==> src/hdl/pdt_pkg.sv <==
// ----------------------------------------------------------------------------
// pdt_pkg: shared types and constants of the peer discovery table
// Entry and result layouts, control FSM states, register indexes and the
// reset values of the configuration registers.
// ----------------------------------------------------------------------------
package pdt_pkg;

  // Fixed field widths
  localparam int unsigned AddrW     = 48;
  localparam int unsigned IdentW    = 64;
  localparam int unsigned TimeW     = 32;
  localparam int unsigned SlotW     = 3;
  localparam int unsigned CountOutW = 4;

  // Default table size
  localparam int unsigned TableDepthDef = 8;

  // Configuration register indexes and reset values
  localparam logic CfgIdxInterval = 1'b0;
  localparam logic CfgIdxTtl      = 1'b1;
  localparam logic [TimeW-1:0] PruneIntervalRst = 32'd1000;
  localparam logic [TimeW-1:0] EntryTtlRst      = 32'd3000;

  // Input item kinds
  localparam logic KindObserve = 1'b0;
  localparam logic KindTick    = 1'b1;

  // One table entry
  typedef struct packed {
    logic [TimeW-1:0]  seen;
    logic [IdentW-1:0] ident;
    logic [AddrW-1:0]  addr;
  } entry_t;

  // Per-cell control from the sequencer
  typedef struct packed {
    logic load;   // take the broadcast entry
    logic shift;  // take the neighbor's entry
  } cell_ctrl_t;

  // Result beat, hit in bit 0
  typedef struct packed {
    logic [CountOutW-1:0] entry_count;
    logic                 pruned;
    logic [SlotW-1:0]     slot;
    logic                 evicted;
    logic                 hit;
  } result_t;

  localparam int unsigned ResultW = $bits(result_t);

  typedef enum logic [2:0] {
    ST_IDLE,
    ST_OBS_SCAN,
    ST_OBS_WRITE,
    ST_PRN_SCAN,
    ST_EMIT
  } state_e;

endpackage

==> src/hdl/pdt_cell.sv <==
// ----------------------------------------------------------------------------
// pdt_cell: one entry of the peer table
// Holds address, identity and last-seen time; loads the broadcast entry or
// takes over its upper neighbor's entry when the table collapses.
// ----------------------------------------------------------------------------
module pdt_cell (
  input  logic               clk_i,
  input  pdt_pkg::cell_ctrl_t ctrl_i,
  input  pdt_pkg::entry_t    din_i,
  input  pdt_pkg::entry_t    nbr_i,
  output pdt_pkg::entry_t    q_o
);

  pdt_pkg::entry_t entry_q, entry_d;

  always_comb begin
    entry_d = entry_q;
    priority if (ctrl_i.load) begin
      entry_d = din_i;
    end else if (ctrl_i.shift) begin
      entry_d = nbr_i;
    end else begin
      entry_d = entry_q;
    end
  end

  // Payload only: contents stay undefined until first written
  always_ff @(posedge clk_i) begin
    entry_q <= entry_d;
  end

  assign q_o = entry_q;

endmodule

==> src/hdl/peer_discovery_table_unit.sv <==
// ----------------------------------------------------------------------------
// peer_discovery_table_unit: table of discovered peers with LRU replacement
// and TTL pruning
// A row of entry cells with a scan sequencer. Observe beats refresh, append
// or evict; tick beats prune stale entries and collapse the row in order.
// ----------------------------------------------------------------------------
//
//  Channel   Dir  Beat contents (low bit first)
//  --------  ---  ------------------------------------------------------------
//  s_axis    in   tuser: kind; tdata: src_addr, identity_word, now_ms
//  m_axis    out  tdata: hit, evicted, slot, pruned, entry_count, zero fill
//  cfg       in   cfg_idx_i 0 prune interval, 1 entry TTL; cfg_wdata_i value
//
//  Sequence: an observe beat is accepted in idle; the scan then walks the whole
//  row, reading one cell per cycle, then a write and a result state follow. A
//  tick that prunes examines each valid entry, one cell per cycle, then enters
//  the result state; a tick that does not prune goes there directly.
//  Reset clears the valid count, last prune time, sequencer and output; the
//  cell contents stay undefined until written. A stalled output beat holds
//  the sequencer in its result state; one finished result may wait in the
//  output register while the next beat is accepted and worked on.
//
module peer_discovery_table_unit #(
  parameter int unsigned TableDepth = pdt_pkg::TableDepthDef
) (
  input  logic         clk_i,
  input  logic         rst_ni,
  // Input stream
  input  logic         s_axis_tvalid_i,
  output logic         s_axis_tready_o,
  input  logic [143:0] s_axis_tdata_i,  // src_addr[47:0], identity_word[111:48],
                                        // now_ms[143:112]
  input  logic [0:0]   s_axis_tuser_i,  // kind[0]
  // Result stream
  output logic         m_axis_tvalid_o,
  input  logic         m_axis_tready_i,
  output logic [15:0]  m_axis_tdata_o,  // hit[0], evicted[1], slot[4:2], pruned[5],
                                        // entry_count[9:6], zero[15:10]
  // Configuration writes
  input  logic         cfg_we_i,
  input  logic         cfg_idx_i,
  input  logic [31:0]  cfg_wdata_i
);

  localparam int unsigned IdxW      = (TableDepth > 1) ? $clog2(TableDepth) : 1;
  localparam int unsigned CntW      = $clog2(TableDepth + 1);
  localparam int unsigned TimeW     = pdt_pkg::TimeW;
  localparam int unsigned SlotW     = pdt_pkg::SlotW;
  localparam int unsigned CountOutW = pdt_pkg::CountOutW;
  localparam int unsigned ResultW   = pdt_pkg::ResultW;

  localparam logic [IdxW-1:0] LastIdx = IdxW'(TableDepth - 1);
  localparam logic [CntW-1:0] FullCnt = CntW'(TableDepth);

  // --------------------------------------------------------------------------
  // Input unpacking
  // --------------------------------------------------------------------------
  pdt_pkg::entry_t in_entry;
  logic            in_kind;
  logic            s_acc;

  assign in_entry.addr  = s_axis_tdata_i[47:0];
  assign in_entry.ident = s_axis_tdata_i[111:48];
  assign in_entry.seen  = s_axis_tdata_i[143:112];
  assign in_kind        = s_axis_tuser_i[0];

  // --------------------------------------------------------------------------
  // Registers
  // --------------------------------------------------------------------------
  pdt_pkg::state_e  state_q, state_d;
  pdt_pkg::entry_t  item_q, item_d;           // observed peer, now_ms in .seen
  logic [CntW-1:0]  cnt_q, cnt_d;             // valid entries
  logic [TimeW-1:0] last_prune_q, last_prune_d;
  logic [TimeW-1:0] interval_q, ttl_q;
  logic [IdxW-1:0]  idx_q, idx_d;             // observe scan position
  logic             found_q, found_d;
  logic [IdxW-1:0]  hit_idx_q, hit_idx_d;
  logic [IdxW-1:0]  best_q, best_d;           // oldest entry so far
  logic [TimeW-1:0] best_seen_q, best_seen_d;
  logic [CntW-1:0]  w_q, w_d;                 // prune write position
  logic [CntW-1:0]  j_q, j_d;                 // prune read count
  pdt_pkg::result_t res_q, res_d;
  pdt_pkg::result_t out_q, out_d;
  logic             m_valid_q, m_valid_d;

  // --------------------------------------------------------------------------
  // Cell row
  // --------------------------------------------------------------------------
  pdt_pkg::entry_t    cell_q   [TableDepth];
  pdt_pkg::entry_t    cell_nbr [TableDepth];
  pdt_pkg::cell_ctrl_t cell_ctrl [TableDepth];

  logic            wr_en;
  logic [IdxW-1:0] wr_idx;
  logic            collapse;

  for (genvar i = 0; i < TableDepth; i++) begin : g_cell
    if (i < TableDepth - 1) begin : g_mid
      assign cell_nbr[i] = cell_q[i+1];
    end else begin : g_end
      assign cell_nbr[i] = cell_q[i];
    end

    assign cell_ctrl[i].load  = wr_en && (wr_idx == IdxW'(i));
    assign cell_ctrl[i].shift = collapse && (CntW'(i) >= w_q);

    pdt_cell u_cell (
      .clk_i  (clk_i),
      .ctrl_i (cell_ctrl[i]),
      .din_i  (item_q),
      .nbr_i  (cell_nbr[i]),
      .q_o    (cell_q[i])
    );
  end

  // Single read tap: the scan position of whichever pass is running
  logic [IdxW-1:0] rd_idx;
  pdt_pkg::entry_t rd;

  assign rd_idx = (state_q == pdt_pkg::ST_PRN_SCAN) ? w_q[IdxW-1:0] : idx_q;
  assign rd     = cell_q[rd_idx];

  // --------------------------------------------------------------------------
  // Sequencer
  // --------------------------------------------------------------------------
  logic             out_free;
  logic             in_range;
  logic             keep;
  logic [TimeW-1:0] since_prune;

  assign out_free    = !m_valid_q || m_axis_tready_i;
  assign in_range    = CntW'(idx_q) < cnt_q;
  assign keep        = (item_q.seen - rd.seen) <= ttl_q;
  assign since_prune = in_entry.seen - last_prune_q;
  assign s_acc       = s_axis_tvalid_i && s_axis_tready_o;

  assign s_axis_tready_o = (state_q == pdt_pkg::ST_IDLE);

  always_comb begin
    state_d      = state_q;
    item_d       = item_q;
    cnt_d        = cnt_q;
    last_prune_d = last_prune_q;
    idx_d        = idx_q;
    found_d      = found_q;
    hit_idx_d    = hit_idx_q;
    best_d       = best_q;
    best_seen_d  = best_seen_q;
    w_d          = w_q;
    j_d          = j_q;
    res_d        = res_q;
    out_d        = out_q;
    m_valid_d    = m_valid_q && !m_axis_tready_i;
    wr_en        = 1'b0;
    wr_idx       = '0;
    collapse     = 1'b0;

    unique case (state_q)
      pdt_pkg::ST_IDLE: begin
        if (s_acc) begin
          item_d = in_entry;
          res_d  = '0;
          if (in_kind == pdt_pkg::KindObserve) begin
            idx_d   = '0;
            found_d = 1'b0;
            state_d = pdt_pkg::ST_OBS_SCAN;
          end else if (since_prune >= interval_q) begin
            last_prune_d = in_entry.seen;
            res_d.pruned = 1'b1;
            w_d          = '0;
            j_d          = '0;
            if (cnt_q == '0) begin
              res_d.entry_count = '0;
              state_d           = pdt_pkg::ST_EMIT;
            end else begin
              state_d = pdt_pkg::ST_PRN_SCAN;
            end
          end else begin
            res_d.entry_count = CountOutW'(cnt_q);
            state_d           = pdt_pkg::ST_EMIT;
          end
        end
      end

      pdt_pkg::ST_OBS_SCAN: begin
        // First match among valid entries wins
        if (!found_q && in_range && (rd.addr == item_q.addr)) begin
          found_d   = 1'b1;
          hit_idx_d = idx_q;
        end
        // Oldest by raw seen value, lowest index on a tie
        if ((idx_q == '0) || (rd.seen < best_seen_q)) begin
          best_d      = idx_q;
          best_seen_d = rd.seen;
        end
        if (idx_q == LastIdx) begin
          state_d = pdt_pkg::ST_OBS_WRITE;
        end else begin
          idx_d = idx_q + 1'b1;
        end
      end

      pdt_pkg::ST_OBS_WRITE: begin
        wr_en = 1'b1;
        priority if (found_q) begin
          wr_idx    = hit_idx_q;
          res_d.hit = 1'b1;
        end else if (cnt_q != FullCnt) begin
          wr_idx = cnt_q[IdxW-1:0];
          cnt_d  = cnt_q + 1'b1;
        end else begin
          wr_idx        = best_q;
          res_d.evicted = 1'b1;
        end
        res_d.slot        = SlotW'(wr_idx);
        res_d.entry_count = CountOutW'(cnt_d);
        state_d           = pdt_pkg::ST_EMIT;
      end

      pdt_pkg::ST_PRN_SCAN: begin
        // Keep: advance the write position; drop: collapse the row onto it
        if (keep) begin
          w_d = w_q + 1'b1;
        end else begin
          collapse = 1'b1;
        end
        j_d = j_q + 1'b1;
        if (j_d == cnt_q) begin
          cnt_d             = w_d;
          res_d.entry_count = CountOutW'(w_d);
          state_d           = pdt_pkg::ST_EMIT;
        end
      end

      pdt_pkg::ST_EMIT: begin
        if (out_free) begin
          out_d     = res_q;
          m_valid_d = 1'b1;
          state_d   = pdt_pkg::ST_IDLE;
        end
      end

      default: begin
        state_d = pdt_pkg::ST_IDLE;
      end
    endcase
  end

  always_ff @(posedge clk_i or negedge rst_ni) begin
    if (!rst_ni) begin
      state_q      <= pdt_pkg::ST_IDLE;
      cnt_q        <= '0;
      last_prune_q <= '0;
      idx_q        <= '0;
      found_q      <= 1'b0;
      hit_idx_q    <= '0;
      best_q       <= '0;
      best_seen_q  <= '0;
      w_q          <= '0;
      j_q          <= '0;
      m_valid_q    <= 1'b0;
    end else begin
      state_q      <= state_d;
      cnt_q        <= cnt_d;
      last_prune_q <= last_prune_d;
      idx_q        <= idx_d;
      found_q      <= found_d;
      hit_idx_q    <= hit_idx_d;
      best_q       <= best_d;
      best_seen_q  <= best_seen_d;
      w_q          <= w_d;
      j_q          <= j_d;
      m_valid_q    <= m_valid_d;
    end
  end

  // Payload: item, pending result and output beat
  always_ff @(posedge clk_i) begin
    item_q <= item_d;
    res_q  <= res_d;
    out_q  <= out_d;
  end

  // Configuration registers
  always_ff @(posedge clk_i or negedge rst_ni) begin
    if (!rst_ni) begin
      interval_q <= pdt_pkg::PruneIntervalRst;
      ttl_q      <= pdt_pkg::EntryTtlRst;
    end else if (cfg_we_i) begin
      unique case (cfg_idx_i)
        pdt_pkg::CfgIdxInterval: interval_q <= cfg_wdata_i;
        pdt_pkg::CfgIdxTtl:      ttl_q      <= cfg_wdata_i;
        default: ;
      endcase
    end
  end

  // --------------------------------------------------------------------------
  // Output
  // --------------------------------------------------------------------------
  assign m_axis_tvalid_o = m_valid_q;
  assign m_axis_tdata_o  = {(16 - ResultW)'(0), out_q};

  // --------------------------------------------------------------------------
  // Assertions
  // --------------------------------------------------------------------------
  // Valid count never exceeds the row length
  a_cnt_bound: assert property (@(posedge clk_i) disable iff (!rst_ni)
    cnt_q <= FullCnt)
    else $error("valid count above table depth");

  // Collapse never overtakes the read position
  a_prune_order: assert property (@(posedge clk_i) disable iff (!rst_ni)
    (state_q == pdt_pkg::ST_PRN_SCAN) |-> (w_q <= j_q) && (j_q < cnt_q))
    else $error("prune positions out of order");

  // An accepted observe beat starts a scan at the first cell
  a_obs_start: assert property (@(posedge clk_i) disable iff (!rst_ni)
    (s_acc && (in_kind == pdt_pkg::KindObserve)) |=>
      (state_q == pdt_pkg::ST_OBS_SCAN) && (idx_q == '0))
    else $error("observe scan did not start");

  // A result never reports both a hit and an eviction, nor a prune with them
  a_res_excl: assert property (@(posedge clk_i) disable iff (!rst_ni)
    m_valid_q |-> !(out_q.hit && out_q.evicted) &&
                  !(out_q.pruned && (out_q.hit || out_q.evicted)))
    else $error("conflicting result flags");

endmodule

==> config.mk <==
export PLATFORM = sky130hd
export DESIGN_NAME = peer_discovery_table_unit
export DESIGN_NICKNAME = d
export VERILOG_FILES = /design/src/hdl/pdt_pkg.sv /design/src/hdl/pdt_cell.sv /design/src/hdl/peer_discovery_table_unit.sv
export SDC_FILE = /design/constraint.sdc
export NUM_CORES = 2
export LEC_CHECK = 0
export BUFFER_PORTS_ARGS = -buffer_cell sky130_fd_sc_hd__buf_2
export CAP_MARGIN = 20
export CORE_MARGIN = 3
export CORE_UTILIZATION = 40
export DETAILED_ROUTE_END_ITERATION = 8
export PLACE_DENSITY_LB_ADDON = 0.1
export SLEW_MARGIN = 20
export SYNTH_ARGS = -nofsm -noshare
export SYNTH_HDL_FRONTEND = slang
export SYNTH_SLANG_ARGS = --single-unit
==> constraint.sdc <==
create_clock -name clk_i -period 15.65 [get_ports clk_i]
set_input_delay 3.9125 -clock clk_i [delete_from_list [all_inputs] [get_ports clk_i]]
set_output_delay 3.9125 -clock clk_i [all_outputs]
set_load 0.05 [all_outputs]
### Word-level counts from Yosys, hierarchy flattened

Cells that the tools add are included.
Widths: inputs -> output; s select.

* word-level logic and storage cells: 214
* bits in registers: 1470
* output and inout bits: 18

* reductions and logical operators: 56
* equal/unequal tests: 27
* bitwise gates (word level): 2
* magnitude comparators: 12
* $add $sub $neg: 6
* muxes and demuxes: 61

Operator list (count)
* $mux 144: 16
* $bmux 144 s3: 1
* $sub 32x32->32: 2
* $eq 48x48->1: 1
* $mux 3: 14
* $ge 32x32->1: 1
* $le 32x32->1: 1
* $lt 32x32->1: 1
* $mux 4: 8
* $pmux 4 s2: 3
* $reduce_and 4->1: 6
* $reduce_bool 2->1: 11
* $logic_and 1x1->1: 19
* $eq 3x3->1 const B: 6
* $ne 2x2->1 const B: 8
* $reduce_and 2->1: 8
* $pmux 3 s5: 1
* $add 4x1->4 const B: 3
* $eq 3x2->1 const B: 4
* $ge 3x4->1 const A: 3
* $mux 1: 12
* $pmux 4 s3: 1
* $mux 10: 1
* $pmux 5 s2: 1
* 20 further kinds: 32

### Depth between registers and ports, before layout

* word-level depth: 13
* gate-level depth with buffers: 31
* mapped depth without buffers: 26

### Hierarchy

A second synthesis with hierarchy kept.

* cells, all modules: 4713
* area total of the unflattened synthesis: 72573.4 µm²

Modules (own cells, without submodules)
* pdt_cell: instances 8, area each 6259.8 µm², seq. area each 4324.1 µm², cells an instance 305
* peer_discovery_table_unit: instances 1, area each 22495.3 µm², seq. area each 8794.7 µm², cells an instance 2273

### Least setup slack after synthesis

No wires, ideal clock.

* path type: register -> register
* start point: register state_q[2]
* end point: register g_cell[0].u_cell.entry_q (netlist bit g_cell[0].u_cell.q_o[0]), enable pin
* stages on the path, launching flop included: 29
* path slack: 2.468 ns
* data required time: 15.009 ns
* arrival: 12.541 ns
* clock period less this slack: 13.182 ns
* path buffers: 4
* path through: dfrtp_1 nand3b_4 buf_12 mux2i_4 buf_4 buf_1 mux4_2 mux2i_1 ha_1 o21a_1 o21a_1 nand3_1 a21oi_1 o21ai_0 a21oi_1 o41ai_1 o21ai_0 a221oi_1 xnor2_1 ha_1 nand4_1 or2_2 nor3_1 nand2b_1 o32a_1 nand2_1 or2_2 clkbuf_1 o32ai_1

* longest elaborated chain between the ends: 12

Ends and longest elaborated chain
* start, declared: line peer_discovery_table_unit.sv:70 `pdt_pkg::state_e state_q, state_d;`
* start signal, assigned: line peer_discovery_table_unit.sv:251 `state_q <= pdt_pkg::ST_IDLE;`
* start signal, assigned: line peer_discovery_table_unit.sv:263 `state_q <= state_d;`
* $eq 3x2->1: line peer_discovery_table_unit.sv:120, peer_discovery_table_unit.sv:158
* $mux 3: line peer_discovery_table_unit.sv:120 `assign rd_idx = (state_q == pdt_pkg::ST_PRN_SCAN) ? w_q[IdxW-1:0] : idx_q;`
* $not 3->4 (not written as such): line peer_discovery_table_unit.sv:121 `assign rd = cell_q[rd_idx];`
* $bmux 144 s3: line peer_discovery_table_unit.sv:121
* $mux 144 (not written as such) (2 in a row): line peer_discovery_table_unit.sv:121
* $sub 32x32->32: line peer_discovery_table_unit.sv:133 `assign keep = (item_q.seen - rd.seen) <= ttl_q;`
* $le 32x32->1: line peer_discovery_table_unit.sv:133
* $mux 1: line peer_discovery_table_unit.sv:222 `if (keep) begin`
* $mux 1: line peer_discovery_table_unit.sv:158 `unique case (state_q)`
* $logic_and 1x1->1: line peer_discovery_table_unit.sv:105 `assign cell_ctrl[i].shift = collapse && (CntW'(i) >= w_q);`
* $reduce_bool 2->1 (no line) *
* end signal, assigned: line pdt_cell.sv:29 `entry_q <= entry_d;`
* end, declared: line pdt_cell.sv:14 `pdt_pkg::entry_t entry_q, entry_d;`

Every way passes the cells marked *; elsewhere a longest branch is shown, timed or not. The select of a mux whose other input is x is not followed.
A chain may end at the register's enable or synchronous reset.

### Worst setup path after layout

* start point: register state_q[0]
* end point: register g_cell[2].u_cell.entry_q (netlist bit g_cell[2].u_cell.q_o[46]), enable pin

* longest elaborated chain between the ends: 12

Ends and longest elaborated chain (line)
* $eq 3x2->1: peer_discovery_table_unit.sv:120, peer_discovery_table_unit.sv:158
* $mux 3: peer_discovery_table_unit.sv:120
* $not 3->4 (not written as such): peer_discovery_table_unit.sv:121
* $bmux 144 s3: peer_discovery_table_unit.sv:121
* $mux 144 (not written as such) (2 in a row): peer_discovery_table_unit.sv:121
* $sub 32x32->32: peer_discovery_table_unit.sv:133
* $le 32x32->1: peer_discovery_table_unit.sv:133
* $mux 1: peer_discovery_table_unit.sv:222
* $mux 1: peer_discovery_table_unit.sv:158
* $logic_and 1x1->1: peer_discovery_table_unit.sv:105
* $reduce_bool 2->1 (no line) *
* end signal, assigned: pdt_cell.sv:29
* end, declared: pdt_cell.sv:14

Marks and branches as above.

==> reports/qor.yml <==
status:
  status: "finished, final reports clean"
synthesis:
  ys_types: 80
  synthTopCellsByArea: "edfxtp_1 (48%), mux2_2 (15%), dfrtp_1 (7.6%), ha_1 (4.5%), mux4_2 (3.1%)"
  syn_area_sq_mm: 0.0464
  synth-seq-cells: 894
  synth.area.mux_share_pct: 20.5
  synth_compound_area_share_pct: 6.20
  synth_top_family_by_area: "multiplexers"
  synthCells: 3504
  yosysTopAreaCell: "edfxtp_1"
  synth-xor-area-share_pct: 1.74
  yosys.cell_count.top_type: "edfxtp_1"
  yosys.area_share.simple_pct: 7.46
  synth_edf_count: 740
  yosysWarnings: 0
  syn_area_per_cell_sq_um: 13.3
  yosys.area_share.adder_pct: 4.61
  yosysSeqAreaShare_pct: 56.2
  synth_top_flop_cell: "edfxtp_1"
  yosys-top-cells-count: "edfxtp_1 (740), mux2_2 (620), nand2_1 (357)"
  ys_async_sr_fraction_pct: 17.2
  synth_top_area_share_pct: 47.9
cts:
  post_cts_buffers: 0
  cts_buffers: 104
  clock-sinks: 894
  cts_tree: "built"
  cts_resized: 0
  cts_root_buffer: "clkbuf_16"
  clk_latency_ns: 0.70
  postCtsHoldBufs: 0
  clkTransAtPathRegs_ns: 0.06
  cts_buffer_depth: 3
  h-tree-depth: 3
timing:
  final-hold-violation-count: 0
  clock-skew-final_ns: 0.0379
  setup_violations: 0
  min_period_over_period_pct: 68.7
  rsz0062_at_grt: "false"
  report.final.slew_viol_count: 0
  worst_pin_slew_ns: 1.08
  post-route-min-period_ns: 10.75
  slew_headroom_pct: 27.5
  clock.fmax_ghz: 0.0930
  whs_ns: 0.417
  fin_tns_setup_ns: 0
power:
  ir_drop_uv: 90.5
  leakage_nw: 19.5
  p_per_area_mw_per_mm2: 192
drt:
  drtPass1Iterations: 5
  wl_per_cell_um: 24.8
  vias: 29400
  drt_iter0_drc: 2056
  ant_nets: 0
  drc: 0
  routed_wl_mm: 130
  detail_route.vias_per_cell: 5.61
setup_path:
  crit_required_ns: 15.94
  cp-endpoint: "g_cell[2].u_cell.q_o[46]"
  cp_max_fo: 41
  reg2reg_slack_ns: 4.90
  cp-startpoint: "state_q[0]"
  arrival_ns: 11.05
  worst_setup_path_end_kind: "flip-flop"
  reg2reg_to: "g_cell[2].u_cell.q_o[46]"
  worstSetupPathType: "flip-flop to flip-flop"
  rr_worst_depth: 25
  r2r-start: "state_q[0]"
  start_kind: "flip-flop"
global_route:
  grt_pass1_vias: 30100
  grt_pass1_wl_mm: 194
  grt-ovfl-total: 0
  grt_start_max_net_pins: 86
  antenna_found_initial: 4
  grt.total_usage_pct: 21.2
die:
  initial_utilization_pct: 40.4
  die_x_um: 347
  die_y_um: 347
  num_io_pins: 201
  die-area_sq_mm: 0.120
  core_area_sq_mm: 0.115
  rows: 124
layout:
  fillers: 10300
  finalNetCount: 3988
  drive_gt1_share_pct: 28.7
  multi_input_area_sq_mm: 0.0190
  syn_to_final_growth_pct: 12.1
  seq_area_sq_mm: 0.0261
place:
  portBuffers: 130
  gp_congestion: 0.853
  hpwl_mm: 78.5
min_path:
  hold_class: "flip-flop to flip-flop"
flow_run:
  maxCapViolCount: 0
[power by group]
| group | internal (W) | switching (W) |
|---|---|---|
| logic | 0.00169 | 0.00263 |
| registers | 0.00304 | 0.000284 |
| clock network | 0.00135 | 0.000994 |
| total | 0.00608 | 0.00391 |
[flip-flops by register name, indices dropped and copies added (netlist names)]
name / flops
m_axis_tdata_o: 10
w_q: 4
idx_q: 3
j_q: 4
res_q: 10
best_q: 3
m_axis_tvalid_o: 1
item_q: 80
ttl_q: 32
state_q: 3
g_cell.u_cell.q_o: 640
best_seen_q: 32
last_prune_q: 32
interval_q: 32
hit_idx_q: 3
cnt_q: 4
found_q: 1
[layer usage]
metal	track usage (%)	wire length, um	up-vias
met5	0	0	-
met4	5.62	3130	0
met3	3.33	6950	188
met2	34.1	60600	829
met1	30.0	59000	15000
li1	-	-	13400
[final cells by class]
cell class,count,area share [%]
Clock inverter,52,0.841
Multi-Input combinational cell,2263,36.6
Antenna cell,2,0.00961
Clock buffer,143,5.40
Timing Repair Buffer,187,2.11
Tap cell,1512,3.63
Inverter,185,1.34
Sequential cell,894,50.1
[worst max-delay path, stage by stage (launching register included)]
cell and delay, ns:
dfrtp_1 0.55, nand3b_4 0.39, mux2i_4 0.90, buf_4 0.52, buf_4 0.47, mux4_2 0.57
mux2i_1 0.37, ha_1 0.37, nand4_1 0.19, o21a_1 0.17, o21ai_0 0.13, o41ai_1 0.86
o21ai_0 0.33, a221oi_1 0.39, xnor2_1 0.12, ha_1 0.30, nand4_1 0.09, or2_2 0.33
nor3_1 0.27, nand2b_1 0.15, o32a_1 0.36, nand2_1 0.20, or2_2 0.51, o31ai_4 0.25
buf_4 0.71, buf_4 0.78
[cells by family (layout without fill, tap and decap cells)]
family                     count (synthesis)  count (layout)
muxes                                    788             788
DFF                                      894             894
AOI/OAI and AO/OA                        439             439
xor gates and xnor gates                  92              92
and+or+nand+nor                          768             768
other                                      1               8
buffers and inverters                    352             567
adders and majority gates                170             170
[metrics by stage]
step | area (sq um) | total power (W) | cells | setup slack [ns] | utilization (%)
after floorplan | 46500 | 0.00636 | 3509 | 2.47 | -
after global placement | 48800 | 0.00760 | 5040 | 4.96 | 42.5
after detailed placement | 48800 | 0.00767 | 5040 | 4.90 | 42.5
after CTS | 52100 | 0.0101 | 5235 | 4.84 | 45.3
after global routing | 52100 | 0.0107 | 5237 | 4.30 | 45.4
final | 52100 | 0.00999 | 5238 | 4.90 | 45.4
[worst min path at each step]
stage               startpoint  slack, ns  cells after the start                 to
floorplan             res_q[0]       0.40                      0  m_axis_tdata_o[0]
global placement      res_q[1]       0.40                      0  m_axis_tdata_o[1]
detailed placement    res_q[7]       0.41                      0  m_axis_tdata_o[7]
CTS                   res_q[7]       0.42                      0  m_axis_tdata_o[7]
global route          res_q[1]       0.42                      0  m_axis_tdata_o[1]
finish                res_q[6]       0.42                      0  m_axis_tdata_o[6]
[layout by cell type (no fill, tap or decap), types with 13 or more instances in the layout]
| cell | count |
|---|---|
| clkbuf_1 | 34 |
| ha_1 | 168 |
| inv_1 | 183 |
| xor2_1 | 24 |
| clkbuf_16 | 105 |
| nand4_1 | 35 |
| nand2_1 | 357 |
| nor2_1 | 130 |
| buf_2 | 129 |
| nor3_1 | 21 |
| nor2b_1 | 19 |
| clkinv_2 | 21 |
| o21ai_0 | 100 |
| a32oi_1 | 37 |
| o21a_1 | 16 |
| dfstp_2 | 13 |
| edfxtp_1 | 740 |
| mux4_2 | 64 |
| xnor2_1 | 68 |
| nand3_1 | 121 |
| a21o_1 | 53 |
| dfrtp_1 | 141 |
| mux2i_1 | 96 |
| clkinv_1 | 19 |
| buf_4 | 56 |
| a21oi_1 | 114 |
| nand2b_1 | 23 |
| mux2_2 | 620 |
Power figures use the tool's default switching activity.
